## src/rtl/sha256_pkg.sv

```systemverilog
`timescale 1ns / 1ps
`default_nettype none
// ----------------------------------------------------------------------------
// SHA-256 shared definitions
// Round constants, initial hash values and controller/datapath command types.
// ----------------------------------------------------------------------------
package sha256_pkg;

  localparam int ROUND_COUNT  = 64;
  localparam int BLOCK_BYTES  = 64;
  localparam int DIGEST_WORDS = 8;
  localparam int BLOCK_WORDS  = BLOCK_BYTES / 4;

  localparam logic [7:0] PAD_BYTE = 8'h80;

  localparam logic [31:0] INIT_HASH [8] = '{
    32'h6a09e667, 32'hbb67ae85, 32'h3c6ef372, 32'ha54ff53a,
    32'h510e527f, 32'h9b05688c, 32'h1f83d9ab, 32'h5be0cd19
  };

  localparam logic [31:0] ROUND_K [64] = '{
    32'h428a2f98, 32'h71374491, 32'hb5c0fbcf, 32'he9b5dba5,
    32'h3956c25b, 32'h59f111f1, 32'h923f82a4, 32'hab1c5ed5,
    32'hd807aa98, 32'h12835b01, 32'h243185be, 32'h550c7dc3,
    32'h72be5d74, 32'h80deb1fe, 32'h9bdc06a7, 32'hc19bf174,
    32'he49b69c1, 32'hefbe4786, 32'h0fc19dc6, 32'h240ca1cc,
    32'h2de92c6f, 32'h4a7484aa, 32'h5cb0a9dc, 32'h76f988da,
    32'h983e5152, 32'ha831c66d, 32'hb00327c8, 32'hbf597fc7,
    32'hc6e00bf3, 32'hd5a79147, 32'h06ca6351, 32'h14292967,
    32'h27b70a85, 32'h2e1b2138, 32'h4d2c6dfc, 32'h53380d13,
    32'h650a7354, 32'h766a0abb, 32'h81c2c92e, 32'h92722c85,
    32'ha2bfe8a1, 32'ha81a664b, 32'hc24b8b70, 32'hc76c51a3,
    32'hd192e819, 32'hd6990624, 32'hf40e3585, 32'h106aa070,
    32'h19a4c116, 32'h1e376c08, 32'h2748774c, 32'h34b0bcb5,
    32'h391c0cb3, 32'h4ed8aa4a, 32'h5b9cca4f, 32'h682e6ff3,
    32'h748f82ee, 32'h78a5636f, 32'h84c87814, 32'h8cc70208,
    32'h90befffa, 32'ha4506ceb, 32'hbef9a3f7, 32'hc67178f2
  };

  // Controller to datapath commands.
  typedef struct packed {
    logic       load_word;   // store masked input word at fill position
    logic       last;        // the loaded word is the final one
    logic       pad;         // place 0x80 at the pad position
    logic       length;      // write bit count into words 14/15
    logic       start;       // copy hash into working registers
    logic       round;       // run one compression round
    logic       finish;      // fold working registers into hash
    logic       clear;       // return to the initial message state
  } sha256_cmd_t;

  // Datapath to controller status.
  typedef struct packed {
    logic       block_full;  // loaded word filled the block
    logic       need_extra;  // pad position leaves no room for length
    logic       rounds_done; // round 63 is being executed
  } sha256_stat_t;

endpackage
`default_nettype wire

```

## src/rtl/sha256_datapath.sv

```systemverilog
`timescale 1ns / 1ps
`default_nettype none
// ----------------------------------------------------------------------------
// SHA-256 datapath
// Block buffer with rolling schedule, one round per cycle, hash and length.
// ----------------------------------------------------------------------------
module sha256_datapath
  import sha256_pkg::*;
(
  input  wire logic         clk,
  input  wire logic         rst,
  input  wire sha256_cmd_t  cmd,
  input  wire logic [31:0]  message_word,
  input  wire logic [2:0]   valid_bytes,
  input  wire logic [2:0]   out_sel,
  output sha256_stat_t      stat,
  output logic [31:0]       digest_word
);

  logic [31:0] hash [8];
  logic [31:0] work [8];
  logic [31:0] sched [16];
  logic [63:0] bit_count;
  logic [3:0]  word_fill;
  logic [5:0]  round_cnt;
  logic [5:0]  pad_pos;      // byte position of the pad marker
  logic        pad_wrap;     // marker goes into a fresh block

  function automatic logic [31:0] rotr(input logic [31:0] x, input int n);
    rotr = (x >> n) | (x << (32 - n));
  endfunction

  // Word masking and byte count for the incoming transaction.
  logic [2:0]  nbytes;
  logic [31:0] masked_word;
  logic [5:0]  bit_add;
  logic [6:0]  pos_raw;

  always_comb begin
    nbytes = 3'd4;
    if (cmd.last && valid_bytes < 3'd4) nbytes = valid_bytes;
    case (nbytes)
      3'd0:    masked_word = 32'h0;
      3'd1:    masked_word = message_word & 32'hff000000;
      3'd2:    masked_word = message_word & 32'hffff0000;
      3'd3:    masked_word = message_word & 32'hffffff00;
      default: masked_word = message_word;
    endcase
    bit_add = {nbytes, 3'b000};
    pos_raw = {1'b0, word_fill, 2'b00} + {4'd0, nbytes};
  end

  // Round logic.
  logic [3:0]  idx0, idx1, idx9, idx14;
  logic [31:0] x15, x2, s0, s1, w_new, wt, t1, t2;
  logic [31:0] ch, maj, e1, e0;

  always_comb begin
    idx0  = round_cnt[3:0];
    idx1  = round_cnt[3:0] + 4'd1;
    idx9  = round_cnt[3:0] + 4'd9;
    idx14 = round_cnt[3:0] + 4'd14;
    x15   = sched[idx1];
    x2    = sched[idx14];
    s0    = rotr(x15, 7) ^ rotr(x15, 18) ^ (x15 >> 3);
    s1    = rotr(x2, 17) ^ rotr(x2, 19) ^ (x2 >> 10);
    w_new = sched[idx0] + s0 + sched[idx9] + s1;
    wt    = (round_cnt >= 6'd16) ? w_new : sched[idx0];
    e1    = rotr(work[4], 6) ^ rotr(work[4], 11) ^ rotr(work[4], 25);
    ch    = (work[4] & work[5]) ^ (~work[4] & work[6]);
    t1    = work[7] + e1 + ch + ROUND_K[round_cnt] + wt;
    e0    = rotr(work[0], 2) ^ rotr(work[0], 13) ^ rotr(work[0], 22);
    maj   = (work[0] & work[1]) ^ (work[0] & work[2]) ^ (work[1] & work[2]);
    t2    = e0 + maj;
  end

  assign stat.block_full  = pos_raw[6];
  assign stat.need_extra  = pad_pos >= 6'd56;
  assign stat.rounds_done = round_cnt == 6'(ROUND_COUNT - 1);
  assign digest_word      = hash[out_sel];

  always_ff @(posedge clk) begin
    if (rst) begin
      for (int i = 0; i < 8; i++) hash[i] <= INIT_HASH[i];
      for (int i = 0; i < 16; i++) sched[i] <= '0;
      bit_count <= '0;
      word_fill <= '0;
      round_cnt <= '0;
      pad_pos   <= '0;
      pad_wrap  <= 1'b0;
    end else begin
      if (cmd.load_word) begin
        sched[word_fill] <= masked_word;
        bit_count <= bit_count + {58'd0, bit_add};
        word_fill <= word_fill + 4'd1;
        pad_pos   <= pos_raw[5:0];
        pad_wrap  <= pos_raw[6];
      end
      if (cmd.pad) begin
        sched[pad_pos[5:2]] <= sched[pad_pos[5:2]] |
          ({24'd0, PAD_BYTE} << (6'd24 - {1'b0, pad_pos[1:0], 3'b000}));
      end
      if (cmd.length) begin
        sched[14] <= bit_count[63:32];
        sched[15] <= bit_count[31:0];
      end
      if (cmd.start) begin
        for (int i = 0; i < 8; i++) work[i] <= hash[i];
        round_cnt <= '0;
      end
      if (cmd.round) begin
        if (round_cnt >= 6'd16) sched[idx0] <= w_new;
        work[7] <= work[6];
        work[6] <= work[5];
        work[5] <= work[4];
        work[4] <= work[3] + t1;
        work[3] <= work[2];
        work[2] <= work[1];
        work[1] <= work[0];
        work[0] <= t1 + t2;
        round_cnt <= round_cnt + 6'd1;
      end
      if (cmd.finish) begin
        for (int i = 0; i < 8; i++) hash[i] <= hash[i] + work[i];
        for (int i = 0; i < 16; i++) sched[i] <= '0;
        round_cnt <= '0;
        if (pad_wrap) begin
          pad_pos  <= '0;
          pad_wrap <= 1'b0;
        end
      end
      if (cmd.clear) begin
        for (int i = 0; i < 8; i++) hash[i] <= INIT_HASH[i];
        for (int i = 0; i < 16; i++) sched[i] <= '0;
        bit_count <= '0;
        word_fill <= '0;
        pad_pos   <= '0;
        pad_wrap  <= 1'b0;
      end
    end
  end

endmodule
`default_nettype wire

```

## src/rtl/sha256_ctrl.sv

```systemverilog
`timescale 1ns / 1ps
`default_nettype none
// ----------------------------------------------------------------------------
// SHA-256 controller
// Sequences word loads, padding, compressions and digest output.
// ----------------------------------------------------------------------------
module sha256_ctrl
  import sha256_pkg::*;
(
  input  wire logic         clk,
  input  wire logic         rst,
  input  wire logic         in_valid,
  input  wire logic         in_last,
  output logic              in_ready,
  output logic              out_valid,
  input  wire logic         out_ready,
  output logic [2:0]        out_sel,
  input  wire sha256_stat_t stat,
  output sha256_cmd_t       cmd
);

  typedef enum logic [2:0] {
    IDLE, START, ROUNDS, FINISH, PAD, LENGTH, EMIT
  } state_t;

  state_t state;
  logic   final_msg;   // a last word was taken; padding follows
  logic   pad_done;
  logic   len_done;
  logic   pend_pad;    // last word filled the block: pad after compress

  assign in_ready  = state == IDLE;
  assign out_valid = state == EMIT;

  always_comb begin
    cmd = '0;
    cmd.load_word = in_valid && in_ready;
    cmd.last      = in_last;
    cmd.pad       = state == PAD;
    cmd.length    = state == LENGTH;
    cmd.start     = state == START;
    cmd.round     = state == ROUNDS;
    cmd.finish    = state == FINISH;
    cmd.clear     = state == EMIT && out_ready && out_sel == 3'(DIGEST_WORDS - 1);
  end

  always_ff @(posedge clk) begin
    if (rst) begin
      state     <= IDLE;
      final_msg <= 1'b0;
      pad_done  <= 1'b0;
      len_done  <= 1'b0;
      pend_pad  <= 1'b0;
      out_sel   <= '0;
    end else begin
      case (state)
        IDLE: begin
          if (in_valid) begin
            final_msg <= in_last;
            pad_done  <= 1'b0;
            len_done  <= 1'b0;
            if (in_last) begin
              pend_pad <= stat.block_full;
              state    <= stat.block_full ? START : PAD;
            end else if (stat.block_full) begin
              state <= START;
            end
          end
        end
        PAD: begin
          pad_done <= 1'b1;
          // no room for the length: compress this block first
          state    <= stat.need_extra ? START : LENGTH;
        end
        LENGTH: begin
          len_done <= 1'b1;
          state    <= START;
        end
        START:  state <= ROUNDS;
        ROUNDS: if (stat.rounds_done) state <= FINISH;
        FINISH: begin
          if (!final_msg)     state <= IDLE;
          else if (len_done)  state <= EMIT;
          else if (pend_pad) begin
            pend_pad <= 1'b0;
            state    <= PAD;
          end else if (pad_done) state <= LENGTH;
          else state <= PAD;
        end
        EMIT: begin
          if (out_ready) begin
            out_sel <= out_sel + 3'd1;
            if (out_sel == 3'(DIGEST_WORDS - 1)) begin
              final_msg <= 1'b0;
              state     <= IDLE;
            end
          end
        end
        default: state <= IDLE;
      endcase
    end
  end

endmodule
`default_nettype wire

```

## src/rtl/sha256_hash_engine_unit.sv

```systemverilog
`timescale 1ns / 1ps
`default_nettype none
// ----------------------------------------------------------------------------
// SHA-256 hash engine
// Streams 32-bit big-endian message words in, emits eight digest words.
// ----------------------------------------------------------------------------
// Channel | Dir | tdata                 | tuser         | tlast
// s_axis  | in  | [31:0] message_word   | [2:0] valid_bytes | last_word
// m_axis  | out | [31:0] digest_word    | [2:0] word_index  | last_digest
//
// A non-final word that does not complete a block is taken while the engine
// is idle; a word that completes a block starts the 64-round compression (one
// round per cycle). The final word adds padding and one or two compressions,
// then eight output beats. Input stalls while a block is padded or compressed
// or the digest is emitted. Reset loads the initial hash values.
// ----------------------------------------------------------------------------
module sha256_hash_engine_unit
  import sha256_pkg::*;
(
  input  wire logic        clk,
  input  wire logic        rst,
  input  wire logic        s_axis_tvalid,
  output logic             s_axis_tready,
  input  wire logic [31:0] s_axis_tdata,   // message_word
  input  wire logic [2:0]  s_axis_tuser,   // valid_bytes
  input  wire logic        s_axis_tlast,   // last_word
  output logic             m_axis_tvalid,
  input  wire logic        m_axis_tready,
  output logic [31:0]      m_axis_tdata,   // digest_word
  output logic [2:0]       m_axis_tuser,   // word_index
  output logic             m_axis_tlast    // last_digest
);

  sha256_cmd_t  cmd;
  sha256_stat_t stat;
  logic [2:0]   out_sel;

  sha256_ctrl u_ctrl (
    .clk       (clk),
    .rst       (rst),
    .in_valid  (s_axis_tvalid),
    .in_last   (s_axis_tlast),
    .in_ready  (s_axis_tready),
    .out_valid (m_axis_tvalid),
    .out_ready (m_axis_tready),
    .out_sel   (out_sel),
    .stat      (stat),
    .cmd       (cmd)
  );

  sha256_datapath u_dp (
    .clk          (clk),
    .rst          (rst),
    .cmd          (cmd),
    .message_word (s_axis_tdata),
    .valid_bytes  (s_axis_tuser),
    .out_sel      (out_sel),
    .stat         (stat),
    .digest_word  (m_axis_tdata)
  );

  assign m_axis_tuser = out_sel;
  assign m_axis_tlast = out_sel == 3'(DIGEST_WORDS - 1);

endmodule
`default_nettype wire

```

## config.mk

```make
export PLATFORM = sky130hd
export DESIGN_NAME = sha256_hash_engine_unit
export DESIGN_NICKNAME = d
export VERILOG_FILES = /design/src/rtl/sha256_pkg.sv /design/src/rtl/sha256_datapath.sv /design/src/rtl/sha256_ctrl.sv /design/src/rtl/sha256_hash_engine_unit.sv
export SDC_FILE = /design/constraint.sdc
export NUM_CORES = 2
export LEC_CHECK = 0
export ABC_CLOCK_PERIOD_IN_PS = 62200
export BUFFER_PORTS_ARGS = -buffer_cell sky130_fd_sc_hd__buf_2
export CAP_MARGIN = 0
export CORE_UTILIZATION = 39
export CTS_BUF_LIST = sky130_fd_sc_hd__clkbuf_4
export CTS_CLUSTER_DIAMETER = 30
export DETAILED_ROUTE_END_ITERATION = 10
export PLACE_DENSITY = 0.64
export SYNTH_ARGS = -nofsm -noshare
export SYNTH_HDL_FRONTEND = slang
export SYNTH_SLANG_ARGS = --single-unit
```

## constraint.sdc

```tcl
create_clock -name clk -period 62.2 [get_ports clk]
set_input_delay 9.33 -clock clk [delete_from_list [all_inputs] [get_ports clk]]
set_output_delay 9.33 -clock clk [all_outputs]
set_load 0.02 [all_outputs]
```

Word-level counts from Yosys, hierarchy flattened
Memories as Yosys holds them, arrays and structs flattened. A register that Yosys moved wholly into a read port is not among the register bits.
Index checks and enable logic that the tools add are counted.
{"block": "totals", "romBits": 2048, "ram_bits": 1024, "ff_bits": 91, "out_inout_bits": 38, "memories": 4, "inputBits": 40}
{"name": "(no name shown)", "depth": 64, "width": 32, "read_ports": 1, "rd_ports_with_merged_regs": 0, "write_ports": 0, "line_no": "sha256_datapath.sv:71", "text": "t1 = work[7] + e1 + ch + ROUND_K[round_cnt] + wt;"}
{"name": "u_dp.sched", "depth": 16, "width": 32, "read_ports": 5, "rd_ports_with_merged_regs": 2, "write_ports": 16, "line_no": "sha256_datapath.sv:22", "text": "logic [31:0] sched [16];"}
{"name": "u_dp.hash", "depth": 8, "width": 32, "read_ports": 9, "rd_ports_with_merged_regs": 1, "write_ports": 8, "line_no": "sha256_datapath.sv:20", "text": "logic [31:0] hash [8];"}
{"name": "u_dp.work", "depth": 8, "width": 32, "read_ports": 8, "rd_ports_with_merged_regs": 0, "write_ports": 8, "line_no": "sha256_datapath.sv:21", "text": "logic [31:0] work [8];"}
{"block": "op_classes", "muxes": 137, "add_sub_neg": 27, "n_lt_le_gt_ge": 4, "shifts": 1, "bitwise_logic": 87, "eq_ne": 19, "reduce_logical": 22}
{"cell": "32-bit two-way mux", "count": 64}
{"cell": "32-bit adder", "count": 18}
{"cell": "32-bit XOR", "count": 9}
{"cell": "32-bit bitwise AND", "count": 5}
{"cell": "32-bit case mux with 4 select lines", "count": 1}
{"cell": "32-bit OR reduction", "count": 3}
{"cell": "64-bit by 6-bit adder with 64-bit output", "count": 1}
{"cell": "1-bit bitwise OR", "count": 58}
{"cell": "1-bit two-way mux", "count": 42}
{"cell": "3-bit two-way mux", "count": 14}
{"cell": "32-bit inverter", "count": 1}
{"cell": "10-bit by 32-bit bitwise OR with 32-bit output", "count": 1}
{"cell": "13-bit by 32-bit bitwise OR with 32-bit output", "count": 1}
{"cell": "14-bit by 32-bit bitwise OR with 32-bit output", "count": 1}
{"cell": "15-bit by 32-bit bitwise OR with 32-bit output", "count": 1}
{"cell": "19-bit by 32-bit bitwise OR with 32-bit output", "count": 1}
{"cell": "21-bit by 32-bit bitwise OR with 32-bit output", "count": 1}
{"cell": "25-bit by 32-bit bitwise OR with 32-bit output", "count": 1}
{"cell": "26-bit by 32-bit bitwise OR with 32-bit output", "count": 1}
{"cell": "30-bit by 32-bit bitwise OR with 32-bit output", "count": 1}
{"cell": "32-bit bitwise OR", "count": 1}
{"cell": "7-bit by 32-bit bitwise OR with 32-bit output", "count": 1}
{"cell": "8-bit by 6-bit << shifter with 32-bit output, first input constant", "count": 1}
{"cell": "32-bit by 22-bit XOR with 32-bit output", "count": 1}
{"cell": "other kinds (30)", "count": 68}

Longest topological paths before layout
An unclocked memory read counts as a cell.
{"block": "depth", "word_depth": 12, "mapped_depth": 53, "ltp_nobuf": 49}

Modules after synthesis
Synthesis repeated with hierarchy kept, for this count alone.
{"block": "hier_totals", "cells_unflattened": 9596, "hier_area_um2": 96248.6}
{"module": "sha256_datapath", "cells_per_inst": 9514, "n_inst": 1, "area_per_inst_um2": 95597.9, "seq_area_each_um2": 31109.8}
{"module": "sha256_ctrl", "cells_per_inst": 81, "n_inst": 1, "area_per_inst_um2": 644.4, "seq_area_each_um2": 200.2}
{"module": "sha256_hash_engine_unit", "cells_per_inst": 1, "n_inst": 1, "area_per_inst_um2": 6.3, "seq_area_each_um2": 0.0}

Worst setup path before layout
No wires, ideal clock.
{"block": "synth_path", "path_type": "input-to-reg", "startpoint": "in rst", "endpoint": "mem u_dp.work[0][0] (enable)", "setup_time_ps": 1186, "cell_stages": 4, "t_required_ps": 61014, "t_arrival_ps": 27265, "path_buffers": 3, "setup_slack_ps": 33748, "cell_sequence": "clkbuf_1 clkbuf_1 clkbuf_1 nor3_1"}
{"item": "start: declaration", "line_no": "sha256_hash_engine_unit.sv:21", "text": "input wire logic rst,"}
{"item": "end: declaration", "line_no": "sha256_datapath.sv:21"}

==> flow_results.org <==
** Drt
- In the routed layout, each cell is associated on average with a via count of around 6.3.
- For this block, the initial DRC count from the detailed router was about 10000.
- First-pass DRT Iterations :: 8
- Dividing the detail-routed wire length by the instance count gives ~29 µm.
- For this run, design rule violations remaining after detail routing come to 0.
- For this block, the via count after detailed routing is 72600.
- The detail route stage leaves a number of antenna-violating nets equal to 0.
- Detailed-route wire length :: about 330000 µm

** Timing
- Transition time of the tightest slew-check pin :: between 1 and 1.5 ns
- Share of the cycle needed by the critical path after routing :: 0.226
- The smallest clock period supported by the final layout is computed as 14.05 ns.
- On the final layout, the worst clock skew is slightly below 0.2 ns.
- Setup tns final :: 0 ns
- Worst hold slack after final layout :: 0.482 ns
- The final count of pins violating max slew came to 0.
- Unrepaired setup endpoints after global routing :: no
- Total count of hold-check failures in the final report :: 0
- Final setup violation count :: 0
- Remaining max-slew budget at the tightest pin :: 0.151
- Derived from the worst setup path, the maximum achievable clock frequency is approximately 0.071 GHz.

** CTS
- Number of buffers added for setup after CTS :: 0
- Number of H-tree levels :: 5
- Clock-pin slew reported for the worst setup and hold paths after clock tree synthesis :: roughly 0.060 ns
- The number of clock buffers added by TritonCTS is 360.
- Clock insertion delay at the later pin of the skew report :: 1.49 ns
- Cts-stage hold buffer count :: 0
- Largest buffer count on any clock path :: 4
- Resize count post-CTS :: 0
- Number of clock sinks :: 1119
- The cell sitting at the root of the clock tree is a sky130_fd_sc_hd__clkbuf_4.
- TritonCTS built the clock tree.

** Critical path
- Library cell contributing the largest single delay on the critical path :: sky130_fd_sc_hd__buf_4
- Worst path max stage delay :: 0.93 ns
- STA puts the critical path data required time at approximately 63 ns.
- The worst setup path is launched from a flop.
- Data arrives at the worst endpoint at roughly 15 ns.
- The worst setup path is captured at a flop.
- The critical path is of the reg -> reg type.
- In this run the worst path has a maximum fanout of 55.
- Among the stages of the critical path, the cell type that occurs most often is sky130_fd_sc_hd__a21oi_1.

** GRT
- The initial antenna violation count came to 18.
- Via count of the first global-routing pass :: 70400
- After global routing the overflow that remains totals 0.
- The first global-routing pass estimated 480000 µm of wire.
- Pin count of the biggest net entering global routing :: around 190
- Global routing usage summed across all routing layers :: 0.286

** Yosys
- Most instantiated flip-flop cell in the synthesis netlist :: sky130_fd_sc_hd__edfxtp_1
- Yosys printed 0 warnings.
- For this run, the register share of the synthesized area comes to 0.358.
- Post-Syn Instances :: a little over 8000
- Post-synthesis instance area :: about 90000 µm²
- A synthesized cell averages roughly 11 µm².
- Yosys mapped a number of flops with a built-in enable equal to around 900.
- In this run, distinct cell masters in the synthesized netlist total 94.
- Number of nets in the synthesized netlist :: between 8000 and 9000
- Async S/R FF share, synth :: 0
- In this run, synthesis produced a sequential element count of ~1100.

** Floorplan
- The core region is 223000 µm².
- Vertical die dimension :: between 400 and 500 µm
- The die covers ~230000 µm².
- From left edge to right edge, the die measures ~480 µm.
- Initial Util :: 0.393
- Row Count :: around 170
- Boundary Pins :: 78

** Layout
- Most frequent standard cell in the layout excluding fill and tap cells :: sky130_fd_sc_hd__nand2_1
- Summed area of non-filler cells in the final layout :: 95600 µm²
- Compared with the post-synthesis result, the final layout area differs by 9.04%.
- In the final layout, the share of cells above drive strength 1 is 0.195.
- Highest-count cells in the layout ignoring fill and taps :: sky130_fd_sc_hd__nand2_1 (1165), sky130_fd_sc_hd__edfxtp_1 (896), sky130_fd_sc_hd__nor2_1 (823)
- At the end of the flow, the number of nets in the layout was between 8000 and 9000.

** Placed design
- In this run the cell area measured after placement is 91100 µm².
- At the end of routability-driven placement, the weighted congestion stood at 0.985.
- Detailed placement ended at an HPWL of around 240000 µm.
- During placement, the flow inserted port buffers numbering 77.

** Outcome
- Run status :: finished clean

** Min path
- Path class of the lowest-slack min-delay path :: reg -> reg

** Run
- Across the run, the number of max-cap violations was 0.
state kept, by name, summed over array words and instances, names as in the netlist, 3 cells and up, named ones only:
register,cells
u_dp.word_fill,4
u_ctrl.out_sel,3
u_ctrl.state,3
u_dp.bit_count,61
u_dp.round_cnt,6
u_dp.sched,512
u_dp.pad_pos,6
u_dp.work,256
u_dp.hash,256
layer usage:
metal	track usage	vias up	share of wire
met5	0	-	0.00046
met4	0.163	22	0.064
met3	0.0793	1065	0.12
met2	0.445	4973	0.45
met1	0.357	35800	0.37
li1	-	30700	-
layout make-up:
type | instances | area [µm²]
Fill cell | 21200 | 127000
Inverter | 382 | 1440
Clock inverter | 116 | 656
Clock buffer | 515 | 3870
Timing Repair Buffer | 215 | 1490
Sequential cell | 1119 | 31400
Antenna cell | 13 | 32.5
Tap cell | 2975 | 3720
Multi-Input combinational cell | 6249 | 53000
synth_stat cells, types with 61 or more instances:
cell,instances,share of area
sky130_fd_sc_hd__clkbuf_1,402,0.017
sky130_fd_sc_hd__o21ai_0,412,0.024
sky130_fd_sc_hd__xor2_1,256,0.026
sky130_fd_sc_hd__mux4_2,712,0.18
sky130_fd_sc_hd__o21bai_1,63,0.0054
sky130_fd_sc_hd__fa_1,196,0.045
sky130_fd_sc_hd__ha_1,403,0.057
sky130_fd_sc_hd__a21oi_1,499,0.028
sky130_fd_sc_hd__xnor2_1,377,0.038
sky130_fd_sc_hd__nor2b_1,61,0.0044
sky130_fd_sc_hd__edfxtp_1,896,0.31
sky130_fd_sc_hd__nor2_1,828,0.035
sky130_fd_sc_hd__a21o_1,180,0.015
sky130_fd_sc_hd__nand2_1,1197,0.051
sky130_fd_sc_hd__dfxtp_1,223,0.051
sky130_fd_sc_hd__mux2_2,69,0.0089
sky130_fd_sc_hd__nor3_1,99,0.0056
sky130_fd_sc_hd__inv_1,381,0.016
sky130_fd_sc_hd__a211oi_1,69,0.0059
sky130_fd_sc_hd__mux2i_1,67,0.0076
sky130_fd_sc_hd__buf_1,91,0.0039
sky130_fd_sc_hd__nand3_1,127,0.0072
cell families after synthesis:
kind of cell	after synthesis	share of synthesized area
multiplexers	848	0.199
AO/OA/AOI/OAI	1584	0.111
adder cells (fa/ha/maj)	618	0.104
flip-flops	1119	0.358
AND/OR/NAND/NOR	2565	0.124
buffers and inverters	925	0.0405
XOR/XNOR	634	0.0634
worst paths after layout:
path | start | end | slack, ns | depth (start not counted)
worst min register to register | u_dp.bit_count[3] | u_dp.bit_count[3] | 0.48 | 2
worst min-delay path | u_dp.bit_count[3] | u_dp.bit_count[3] | 0.48 | 2
worst max register to register | u_dp.round_cnt[0] | u_dp.work[0][31] | 48.15 | 43
worst max-delay path | u_dp.round_cnt[0] | u_dp.work[0][31] | 48.15 | 43
worst max-delay path: cells and delay by family, from the launching register on:
kind                     cells  cell delay, ns
flip-flops                   1            0.81
AND/OR/NAND/NOR              2            0.41
multiplexers                 2            0.78
XOR/XNOR                     8            2.08
adder cells (fa/ha/maj)      7            2.99
AO/OA/AOI/OAI               21            4.81
buffers and inverters        3            1.74
per-stage QoR:
| stage | instances | setup WS, ns | utilization |
|---|---|---|---|
| after floorplan | 8293 | 33.75 | - |
| after global placement | 10900 | 47.94 | 0.408 |
| after detailed placement | 10900 | 47.93 | 0.409 |
| after CTS | 11600 | 48.23 | 0.429 |
| after global routing | 11600 | 47.33 | 0.429 |
| final | 11600 | 48.15 | 0.429 |
Power is not shown: default switching activity piles up to over one toggle a cycle in this logic, so the estimate is an artifact.
